### src/rtl/core/bhr_pkg.sv
package bhr_pkg;

  localparam int unsigned NUM_BUTTONS = 3;
  localparam int unsigned NUM_POTS    = 2;
  localparam int unsigned SAMPLE_BITS = 12;

  localparam int unsigned CFG_DATA_W  = 32;
  localparam int unsigned CFG_INDEX_W = 3;

  // register indexes of the configuration port
  localparam logic [CFG_INDEX_W-1:0] REG_EVENT_ENABLE  = 3'd0;
  localparam logic [CFG_INDEX_W-1:0] REG_HOLD_TIMING_0 = 3'd1;
  localparam logic [CFG_INDEX_W-1:0] REG_HOLD_TIMING_1 = 3'd2;
  localparam logic [CFG_INDEX_W-1:0] REG_HOLD_TIMING_2 = 3'd3;
  localparam logic [CFG_INDEX_W-1:0] REG_POT0_MIN_STEP = 3'd4;
  localparam logic [CFG_INDEX_W-1:0] REG_POT1_MIN_STEP = 3'd5;

  typedef struct packed {
    logic [NUM_BUTTONS-1:0] button_levels;
    logic [SAMPLE_BITS-1:0] pot0_sample;
    logic [SAMPLE_BITS-1:0] pot1_sample;
    logic [31:0]            now_ms;
  } in_item_t;

  typedef struct packed {
    logic [NUM_BUTTONS-1:0] press_events;
    logic [NUM_BUTTONS-1:0] hold_events;
    logic [NUM_POTS-1:0]    pot_change_events;
    logic [SAMPLE_BITS-1:0] pot0_value;
    logic [SAMPLE_BITS-1:0] pot1_value;
  } out_item_t;

  // per-button settings handed to a button lane
  typedef struct packed {
    logic        press_en;
    logic        hold_en;
    logic [15:0] hold_delay;
    logic [15:0] repeat_ivl;
  } btn_cfg_t;

  typedef struct packed {
    logic press_ev;
    logic hold_ev;
  } btn_ev_t;

endpackage

### src/rtl/core/bhr_button_lane.sv
module bhr_button_lane (
  input  logic              clk_i,
  input  logic              rst_ni,
  input  logic              fire_i,
  input  logic              level_i,
  input  logic [31:0]       now_i,
  input  bhr_pkg::btn_cfg_t cfg_i,
  output bhr_pkg::btn_ev_t  ev_o
);
  import bhr_pkg::*;

  logic        prev_q, prev_d;
  logic [31:0] deadline_q, deadline_d;
  logic        rise;
  logic [31:0] age;
  logic        passed;
  logic        hold;

  assign rise = level_i & ~prev_q;
  assign age  = now_i - deadline_q;

  // on the press edge the fresh deadline is now plus delay, which has passed
  // only for a zero delay
  assign passed = rise ? (cfg_i.hold_delay == 16'd0) : ~age[31];
  assign hold   = level_i & cfg_i.hold_en & passed;

  always_comb begin
    prev_d     = level_i;
    deadline_d = deadline_q;
    if (rise) begin
      deadline_d = now_i + {16'd0, cfg_i.hold_delay};
    end
    if (hold) begin
      deadline_d = now_i + {16'd0, cfg_i.repeat_ivl};
    end
  end

  always_ff @(posedge clk_i or negedge rst_ni) begin
    if (!rst_ni) begin
      prev_q     <= 1'b0;
      deadline_q <= '0;
    end else if (fire_i) begin
      prev_q     <= prev_d;
      deadline_q <= deadline_d;
    end
  end

  assign ev_o.press_ev = rise & cfg_i.press_en;
  assign ev_o.hold_ev  = hold;

endmodule

### src/rtl/core/bhr_pot_lane.sv
module bhr_pot_lane (
  input  logic                            clk_i,
  input  logic                            rst_ni,
  input  logic                            fire_i,
  input  logic                            en_i,
  input  logic [7:0]                      min_step_i,
  input  logic [bhr_pkg::SAMPLE_BITS-1:0] sample_i,
  output logic                            change_o,
  output logic [bhr_pkg::SAMPLE_BITS-1:0] value_o
);
  import bhr_pkg::*;

  logic [SAMPLE_BITS-1:0] value_q, value_d;
  logic [SAMPLE_BITS-1:0] diff;

  assign diff     = (sample_i >= value_q) ? (sample_i - value_q) : (value_q - sample_i);
  assign change_o = en_i & (diff >= SAMPLE_BITS'(min_step_i));
  assign value_d  = change_o ? sample_i : value_q;
  // value after this sample, registered by the merge stage
  assign value_o  = value_d;

  always_ff @(posedge clk_i or negedge rst_ni) begin
    if (!rst_ni) begin
      value_q <= '0;
    end else if (fire_i) begin
      value_q <= value_d;
    end
  end

endmodule

### src/rtl/core/button_hold_repeat_and_pot_deadband.sv
// Button press / hold auto-repeat and potentiometer dead-band block. Each input
// transaction is one polling sample (button levels, two pot readings, ms time)
// and yields exactly one output transaction with press, hold and pot change
// event bits plus the stored pot values. Every button and every pot has its own
// lane that works in the cycle the sample is accepted; a merge stage gathers the
// lane results into one output register. A sample is accepted every cycle, and
// its result appears in the next cycle; the only thing that holds off input is a
// result still waiting in the output register while the consumer is stalled.
// Hold deadlines compare wrap-aware against now_ms. Configuration is a plain
// write port and should be written only while the block is idle.
module button_hold_repeat_and_pot_deadband (
  input  logic                            clk_i,
  input  logic                            rst_ni,
  input  logic                            cfg_we_i,
  input  logic [bhr_pkg::CFG_INDEX_W-1:0] cfg_index_i,
  input  logic [bhr_pkg::CFG_DATA_W-1:0]  cfg_wdata_i,
  input  logic                            in_valid_i,
  output logic                            in_ready_o,
  input  bhr_pkg::in_item_t               in_data_i,
  output logic                            out_valid_o,
  input  logic                            out_ready_i,
  output bhr_pkg::out_item_t              out_data_o
);
  import bhr_pkg::*;

  logic [7:0]  event_enable_q;
  logic [31:0] hold_timing_q [NUM_BUTTONS];
  logic [7:0]  min_step_q    [NUM_POTS];

  logic      fire;
  logic      out_valid_q;
  out_item_t out_data_q, out_data_d;

  btn_cfg_t               btn_cfg [NUM_BUTTONS];
  btn_ev_t                btn_ev  [NUM_BUTTONS];
  logic [SAMPLE_BITS-1:0] pot_sample [NUM_POTS];
  logic [SAMPLE_BITS-1:0] pot_value  [NUM_POTS];
  logic [NUM_POTS-1:0]    pot_change;

  always_ff @(posedge clk_i or negedge rst_ni) begin
    if (!rst_ni) begin
      event_enable_q <= '0;
      for (int i = 0; i < NUM_BUTTONS; i++) hold_timing_q[i] <= '0;
      for (int j = 0; j < NUM_POTS; j++) min_step_q[j] <= '0;
    end else if (cfg_we_i) begin
      case (cfg_index_i)
        REG_EVENT_ENABLE:  event_enable_q   <= cfg_wdata_i[7:0];
        REG_HOLD_TIMING_0: hold_timing_q[0] <= cfg_wdata_i;
        REG_HOLD_TIMING_1: hold_timing_q[1] <= cfg_wdata_i;
        REG_HOLD_TIMING_2: hold_timing_q[2] <= cfg_wdata_i;
        REG_POT0_MIN_STEP: min_step_q[0]    <= cfg_wdata_i[7:0];
        REG_POT1_MIN_STEP: min_step_q[1]    <= cfg_wdata_i[7:0];
        default: ;
      endcase
    end
  end

  assign in_ready_o = ~out_valid_q | out_ready_i;
  assign fire       = in_valid_i & in_ready_o;

  for (genvar i = 0; i < NUM_BUTTONS; i++) begin : g_btn
    assign btn_cfg[i].press_en   = event_enable_q[i];
    assign btn_cfg[i].hold_en    = event_enable_q[NUM_BUTTONS + i];
    assign btn_cfg[i].hold_delay = hold_timing_q[i][31:16];
    assign btn_cfg[i].repeat_ivl = hold_timing_q[i][15:0];

    bhr_button_lane u_lane (
      .clk_i   (clk_i),
      .rst_ni  (rst_ni),
      .fire_i  (fire),
      .level_i (in_data_i.button_levels[i]),
      .now_i   (in_data_i.now_ms),
      .cfg_i   (btn_cfg[i]),
      .ev_o    (btn_ev[i])
    );
  end

  assign pot_sample[0] = in_data_i.pot0_sample;
  assign pot_sample[1] = in_data_i.pot1_sample;

  for (genvar j = 0; j < NUM_POTS; j++) begin : g_pot
    bhr_pot_lane u_lane (
      .clk_i      (clk_i),
      .rst_ni     (rst_ni),
      .fire_i     (fire),
      .en_i       (event_enable_q[2*NUM_BUTTONS + j]),
      .min_step_i (min_step_q[j]),
      .sample_i   (pot_sample[j]),
      .change_o   (pot_change[j]),
      .value_o    (pot_value[j])
    );
  end

  // merge lane results into one result item
  always_comb begin
    out_data_d = '0;
    for (int i = 0; i < NUM_BUTTONS; i++) begin
      out_data_d.press_events[i] = btn_ev[i].press_ev;
      out_data_d.hold_events[i]  = btn_ev[i].hold_ev;
    end
    out_data_d.pot_change_events = pot_change;
    out_data_d.pot0_value        = pot_value[0];
    out_data_d.pot1_value        = pot_value[1];
  end

  always_ff @(posedge clk_i or negedge rst_ni) begin
    if (!rst_ni) begin
      out_valid_q <= 1'b0;
    end else if (in_ready_o) begin
      out_valid_q <= in_valid_i;
    end
  end

  always_ff @(posedge clk_i) begin
    if (fire) begin
      out_data_q <= out_data_d;
    end
  end

  assign out_valid_o = out_valid_q;
  assign out_data_o  = out_data_q;

endmodule

### config.mk
export PLATFORM = sky130hd
export DESIGN_NAME = button_hold_repeat_and_pot_deadband
export DESIGN_NICKNAME = d
export VERILOG_FILES = /design/src/rtl/core/bhr_pkg.sv /design/src/rtl/core/bhr_button_lane.sv /design/src/rtl/core/bhr_pot_lane.sv /design/src/rtl/core/button_hold_repeat_and_pot_deadband.sv
export SDC_FILE = /design/constraint.sdc
export NUM_CORES = 1
export LEC_CHECK = 0
export ABC_AREA = 0
export BUFFER_PORTS_ARGS = -buffer_cell sky130_fd_sc_hd__buf_2
export CAP_MARGIN = 20
export CORE_MARGIN = 5
export CORE_UTILIZATION = 50
export CTS_BUF_LIST = sky130_fd_sc_hd__clkbuf_16
export DETAILED_ROUTE_END_ITERATION = 16
export GPL_TIMING_DRIVEN = 0
export PLACE_DENSITY = 0.68
export SYNTH_ARGS = -nofsm -noshare
export SYNTH_HDL_FRONTEND = slang
export SYNTH_SLANG_ARGS = --single-unit
### constraint.sdc
create_clock -name clk_i -period 13.16 [get_ports clk_i]
set_input_delay 1.974 -clock clk_i [delete_from_list [all_inputs] [get_ports clk_i]]
set_output_delay 1.974 -clock clk_i [all_outputs]
set_load 0.01 [all_outputs]
== After elaboration in Yosys (flattened, before gate mapping) ==
Index checks and enable logic that the tools add are counted.

* $add $sub $neg: 13
* $mul: 0
* Divide/modulo/power cells: 0
* $lt $le $gt $ge: 4
* Equal/unequal tests: 5
* Shift operators: 0
* Mux-type cells: 13
* Bitwise logic cells: 23
* Reductions and logical operators: 16

{| class="wikitable"
|+ Operators with widths
! kind !! count
|-
| $add A32 B16 Y32 || 6
|-
| $mux W32 || 6
|-
| $sub A32 B32 Y32 || 3
|-
| $logic_not A16 Y1 || 3
|-
| $mux W12 || 4
|-
| $sub A12 B12 Y12 || 4
|-
| $ge A12 B12 Y1 || 2
|-
| $ge A12 B8 Y1 || 2
|-
| $reduce_and A2 Y1 || 9
|-
| $and A1 B1 Y1 || 15
|-
| $not A1 Y1 || 7
|-
| $eq A3 B2 Y1 const B || 2
|-
| $eq A3 B3 Y1 const B || 2
|-
| $reduce_bool A2 Y1 || 3
|-
| $eq A3 B1 Y1 const B || 1
|-
| $logic_not A3 Y1 || 1
|-
| $mux W1 || 3
|-
| $or A1 B1 Y1 || 1
|}

* Register bits: 276
* Bits in latches: 0
* Memory bits (writable): 0
* Bits in read-only memories: 0
* Word-level logic and storage cells: 94
* Memories kept: 0

== Longest topological paths before layout ==
* Word-level depth: 6
* Mapped depth: 24
* Mapped depth without buffers: 22

== Cells and area by module ==
A second synthesis with hierarchy kept.

* Cells, all modules: 1916
* Area total of the unflattened synthesis: 20160.6 um^2

{| class="wikitable"
|+ Modules (own cells, without submodules)
! module !! instances !! cells an instance !! area an instance (um^2) !! seq. area each (um^2)
|-
| bhr_button_lane (g_btn[1].u_lane ...) || 2 || 393 || 3475.8 || 825.8
|-
| button_hold_repeat_and_pot_deadband || 1 || 295 || 5541.6 || 3988.8
|-
| bhr_pot_lane || 2 || 242 || 2180.8 || 300.3
|-
| bhr_button_lane (g_btn[0].u_lane) || 1 || 351 || 3305.7 || 825.8
|}

== Worst setup path after synthesis ==
OpenSTA, ideal clock, no wires.

* Path type: in2reg
* Start point: input port in_data_i[29] (netlist bit)
* End point: register g_btn[1].u_lane.deadline_q[16]
* Data arrival time: 7.173 ns
* Required time: 13.028 ns
* Slack: 5.855 ns
* Cell stages on the path: 22
* Path buffers: 1
* Cells stage by stage: ha_1 > nand4_1 > or2_2 > or4_1 > nor3_1 > o41ai_1 > o211ai_1 > mux2_2 > a21oi_1 > mux2_2 > ha_1 > fa_1 > a21o_1 > a21oi_1 > o21ai_0 > a21oi_1 > nor3_1 > a41oi_1 > clkbuf_1 > nor3_1 > a311oi_1 > mux2i_1

* Cells in the longest elaborated chain, start to end: 6
* Elaborated cells on any way between the ends: 7

{| class="wikitable"
|+ RTL lines
! item !! RTL line !! RTL
|-
| start: declaration || button_hold_repeat_and_pot_deadband.sv:19 || <nowiki>input bhr_pkg::in_item_t in_data_i,</nowiki>
|-
| $sub A32 B32 Y32 * || bhr_button_lane.sv:20 || <nowiki>assign age = now_i - deadline_q;</nowiki>
|-
| $not A1 Y1 * || bhr_button_lane.sv:24 || <nowiki>assign passed = rise ? (cfg_i.hold_delay == 16'd0) : ~age[31];</nowiki>
|-
| $mux W1 * || bhr_button_lane.sv:24 ||
|-
| $and A1 B1 Y1 * || bhr_button_lane.sv:25 || <nowiki>assign hold = level_i & cfg_i.hold_en & passed;</nowiki>
|-
| $reduce_bool A2 Y1 (no line) || -- ||
|-
| $reduce_and A2 Y1 (no line) || -- ||
|-
| end signal: assignment || bhr_button_lane.sv:44 || <nowiki>deadline_q <= deadline_d;</nowiki>
|-
| end: declaration || bhr_button_lane.sv:13 || <nowiki>logic [31:0] deadline_q, deadline_d;</nowiki>
|}

Every way passes the cells marked *; elsewhere a longest branch is shown, timed or not.
A chain may end at the register's enable or synchronous reset.

==> summary.md <==
| Metric | Value |
|---|---|
| Final global-route overflow total | `0` |
| Worst Hold Depth | `1` |
| Final setup fails | `0` |
| Reg2Reg Setup Slack | `about 5800 ps` |
| Avg WL per Cell | `between 15 and 20 um` |
| Port bufs | `130` |
| TritonCTS clock tree | `yes` |
| CP arrival | `8970 ps` |
| MaxCap Viol Count | `0` |
| P_leak | `around 10 nW` |
| Top post-synthesis cells by area | `dfrtp_1 32%, ha_1 13%, mux2_2 8.9%` |
| # rows | `71` |
| CTS resizes | `0` |
| Die Span Y | `just over 200 um` |
| GRT Util Overall | `approximately a quarter` |
| Initial antenna violation count | `0` |
| Setup TNS | `0 ps` |
| Required time of the critical path | `between 10,000 and 15,000 ps` |
| Worst hold start | `btn_cfg[2]$_DFFE_PN0P_` |
| CP startpoint kind | `primary input` |
| First-pass GRT wire length | `roughly 80,000 um` |
| Power per cell area | `roughly 200 nW/um2` |
| Measured slew at the worst slew-check pin | `roughly 930 ps` |
| #FFs+latches synth | `between 200 and 300` |
| GP Congestion | `between 0.9 and 1` |
| CP Capture Type | `flip-flop` |
| Clk_lat worst skew | `between 500 and 600 ps` |
| Final Hold Vio Count | `0` |
| Area Growth Syn to Fin | `13.0%` |
| Fillers | `approximately 3.3k` |
| Starting Density | `a little over 50%` |
| Most frequent cells in the layout | `244 x dfrtp_1, 200 x ha_1, 183 x inv_1` |
| DRC viols | `0` |
| CTS root buffer | `clkbuf_16` |
| Overall Power | `4.36 mW` |
| Max-slew violations | `0` |
| Area after DPL | `around 20,000 um2` |
| Setup CP Type | `primary input to flip-flop` |
| DR vias/cell | `around 5.8` |
| Reg clk slew, reported paths | `~60 ps` |
| Die Area | `roughly 42,000 um2` |
| Status | `completed` |
| Mean Syn Cell Area | `10.1 um2` |
| Final wirelength | `roughly 51,000 um` |
| Core area | `37,500 um2` |
| Die span in x | `204 um` |
| Final worst path period need | `between 8000 and 9000 ps` |
| Reg-to-reg endpoint | `g_btn[2].u_lane.deadline_q[28]$_DFFE_PN0P_` |
| Post-synthesis sequential area ratio | `a little under two fifths` |
| Vias in the first global route | `~15k` |
| Number of synthesized flops with an enable pin | `32` |
| Max Freq | `~0.12 GHz` |
| Net Count, Synth | `2,179` |
| H-tree Lvls | `2` |
| Multi-input logic area | `around 11,000 um2` |
| Yosys cell types | `77` |
| Most used DFF post-synth | `dfrtp_1` |
| Pin count of the biggest net entering global routing | `approximately 120` |
| CTS Buf Count | `34` |
| Fin area | `roughly 21,000 um2` |
| Crit-path max FO | `10` |
| ANT cells | `0` |
| Clock Skew | `between 30 and 40 ps` |
| Mapped Area | `between 15,000 and 20,000 um2` |
| Worst Reg2Reg Path Length in Cells | `23` |
| Via count | `approximately 15k` |
| Reg-to-reg startpoint | `g_btn[2].u_lane.deadline_q[27]$_DFFE_PN0P_` |
| Synth top area share | `32.4%` |
| Final worst-path cycle share | `between 60% and 70%` |
| Maximum vdd drop | `roughly 0.10 mV` |
| Initial DRC Count | `917` |
| CTS max path bufs | `3` |
| Final #Nets | `between 2k and 2.5k` |
| Worst min path class | `flip-flop to flip-flop` |
| Final ANT Viol Nets | `0` |
| Share of layout cells above drive strength 1 | `between 10% and 20%` |
| Drt pass-1 iters | `7` |
| Hpwl dp | `between 30,000 and 40,000 um` |
| Synth area leader | `dfrtp_1` |
| Commonest non-fill, non-tap cell in the layout | `dfrtp_1` |
| Postcts setup bufs | `0` |
| Hold Crit Endpoint | `btn_cfg[2]$_DFFE_PN0P_` |
| RSZ-0062 raised after global routing | `false` |
| Async SR Flop Fraction | `about nine tenths` |
| Total number of yosys warnings | `0` |
| Clk sinks | `approximately 280` |
| FF/Latch Area | `approximately 7000 um2` |
| Mapped Cells | `1,873` |
| Hold buffers post-CTS | `0` |
| I/O pins | `~130` |
| Slew margin rel. | `between 30 and 40%` |
[state kept, by name (all words and copies together), names as in the netlist]
signal,flops
out_data_o,32
g_btn.u_lane.deadline_q,96
g_pot.u_lane.value_q,24
out_valid_o,1
btn_cfg,96
event_enable_q,8
g_btn.u_lane.prev_q,3
min_step_q,16
[worst max path at each step]
| stage | start | endpoint | depth (start not counted) |
|---|---|---|---|
| floorplan | in_data_i[29] | g_btn[1].u_lane.deadline_q[16]$_DFFE_PN0P_ | 22 |
| global placement | in_data_i[27] | g_btn[2].u_lane.deadline_q[28]$_DFFE_PN0P_ | 23 |
| detailed placement | in_data_i[24] | g_btn[2].u_lane.deadline_q[28]$_DFFE_PN0P_ | 23 |
| CTS | in_data_i[24] | g_btn[2].u_lane.deadline_q[28]$_DFFE_PN0P_ | 23 |
| global route | in_data_i[24] | g_btn[1].u_lane.deadline_q[16]$_DFFE_PN0P_ | 23 |
| finish | in_data_i[24] | g_btn[2].u_lane.deadline_q[28]$_DFFE_PN0P_ | 23 |
[stage by stage]
stage | utilization [%] | worst slack [ps] | hold slack [ps] | cells
after floorplan | - | 5850 | 473 | 1873
after global placement | 53.8 | 4180 | 481 | 2514
after detailed placement | 54.0 | 4120 | 489 | 2519
after CTS | 56.9 | 4620 | 502 | 2579
after global routing | 56.9 | 4140 | 515 | 2580
final | 56.9 | 4580 | 503 | 2580
[synthesized netlist by cell type (28+ instances only)]
cell type	n
mux2_2	149
clkbuf_1	44
dfrtp_1	244
a22o_1	37
xnor2_1	50
inv_1	175
ha_1	200
nand4_1	28
nor3_1	33
mux2i_1	102
a21oi_1	91
or3_1	34
o21ai_0	86
edfxtp_1	32
xor2_1	47
nand3_1	30
nor2_1	66
nand2_1	124
a21o_1	43
[final cells by class]
cell class / instances / share of cell area (%)
flip-flops and latches: 276 / 33.1
clock buffers: 36 / 4.22
repair buffers: 136 / 3.47
inverters: 177 / 3.12
plain buffers: 67 / 1.31
multi-input cells: 1353 / 50.9
well taps: 511 / 3.00
clock inverters: 24 / 0.798
[cells by family (layout without fill, tap and decap cells)]
| logic type | after synthesis | after routing | synth area share [%] |
|---|---|---|---|
| flops | 276 | 276 | 37.5 |
| fa+ha+maj | 207 | 207 | 14.0 |
| buf+inv | 244 | 440 | 5.01 |
| mux | 253 | 253 | 14.4 |
| simple gates | 411 | 411 | 10.9 |
| compound gates | 385 | 385 | 13.7 |
| xor+xnor | 97 | 97 | 4.50 |
[critical path, stage by stage]
cell,delay (ps)
buf_2,170
ha_1,320
and4_1,230
nand3_1,150
nor4_1,510
o2111ai_1,340
a21oi_1,390
o21ai_0,310
a21oi_1,670
clkbuf_1,490
a21bo_2,260
ha_1,190
fa_1,230
a21o_1,170
a21boi_0,130
o31ai_1,340
o221ai_1,270
o311ai_0,600
a31o_2,230
clkbuf_1,400
nand2_1,130
xnor2_1,170
mux2_2,280
[where the power goes]
part | total [mW] | leakage [nW] | internal (mW) | switching [mW]
logic | 2.15 | 6.22 | 0.917 | 1.23
registers | 1.31 | 3.18 | 1.16 | 0.141
clock network | 0.912 | 0.558 | 0.534 | 0.377
[routing by layer]
metal  global-route usage, %  wire, um  vias up
li1                        -         -     7078
met1                    33.2     23200     7294
met2                    40.1     23700      413
met3                    3.86      2530       94
met4                    6.99      1460        0
met5                       0         0        -
Power figures use the tool's default switching activity.
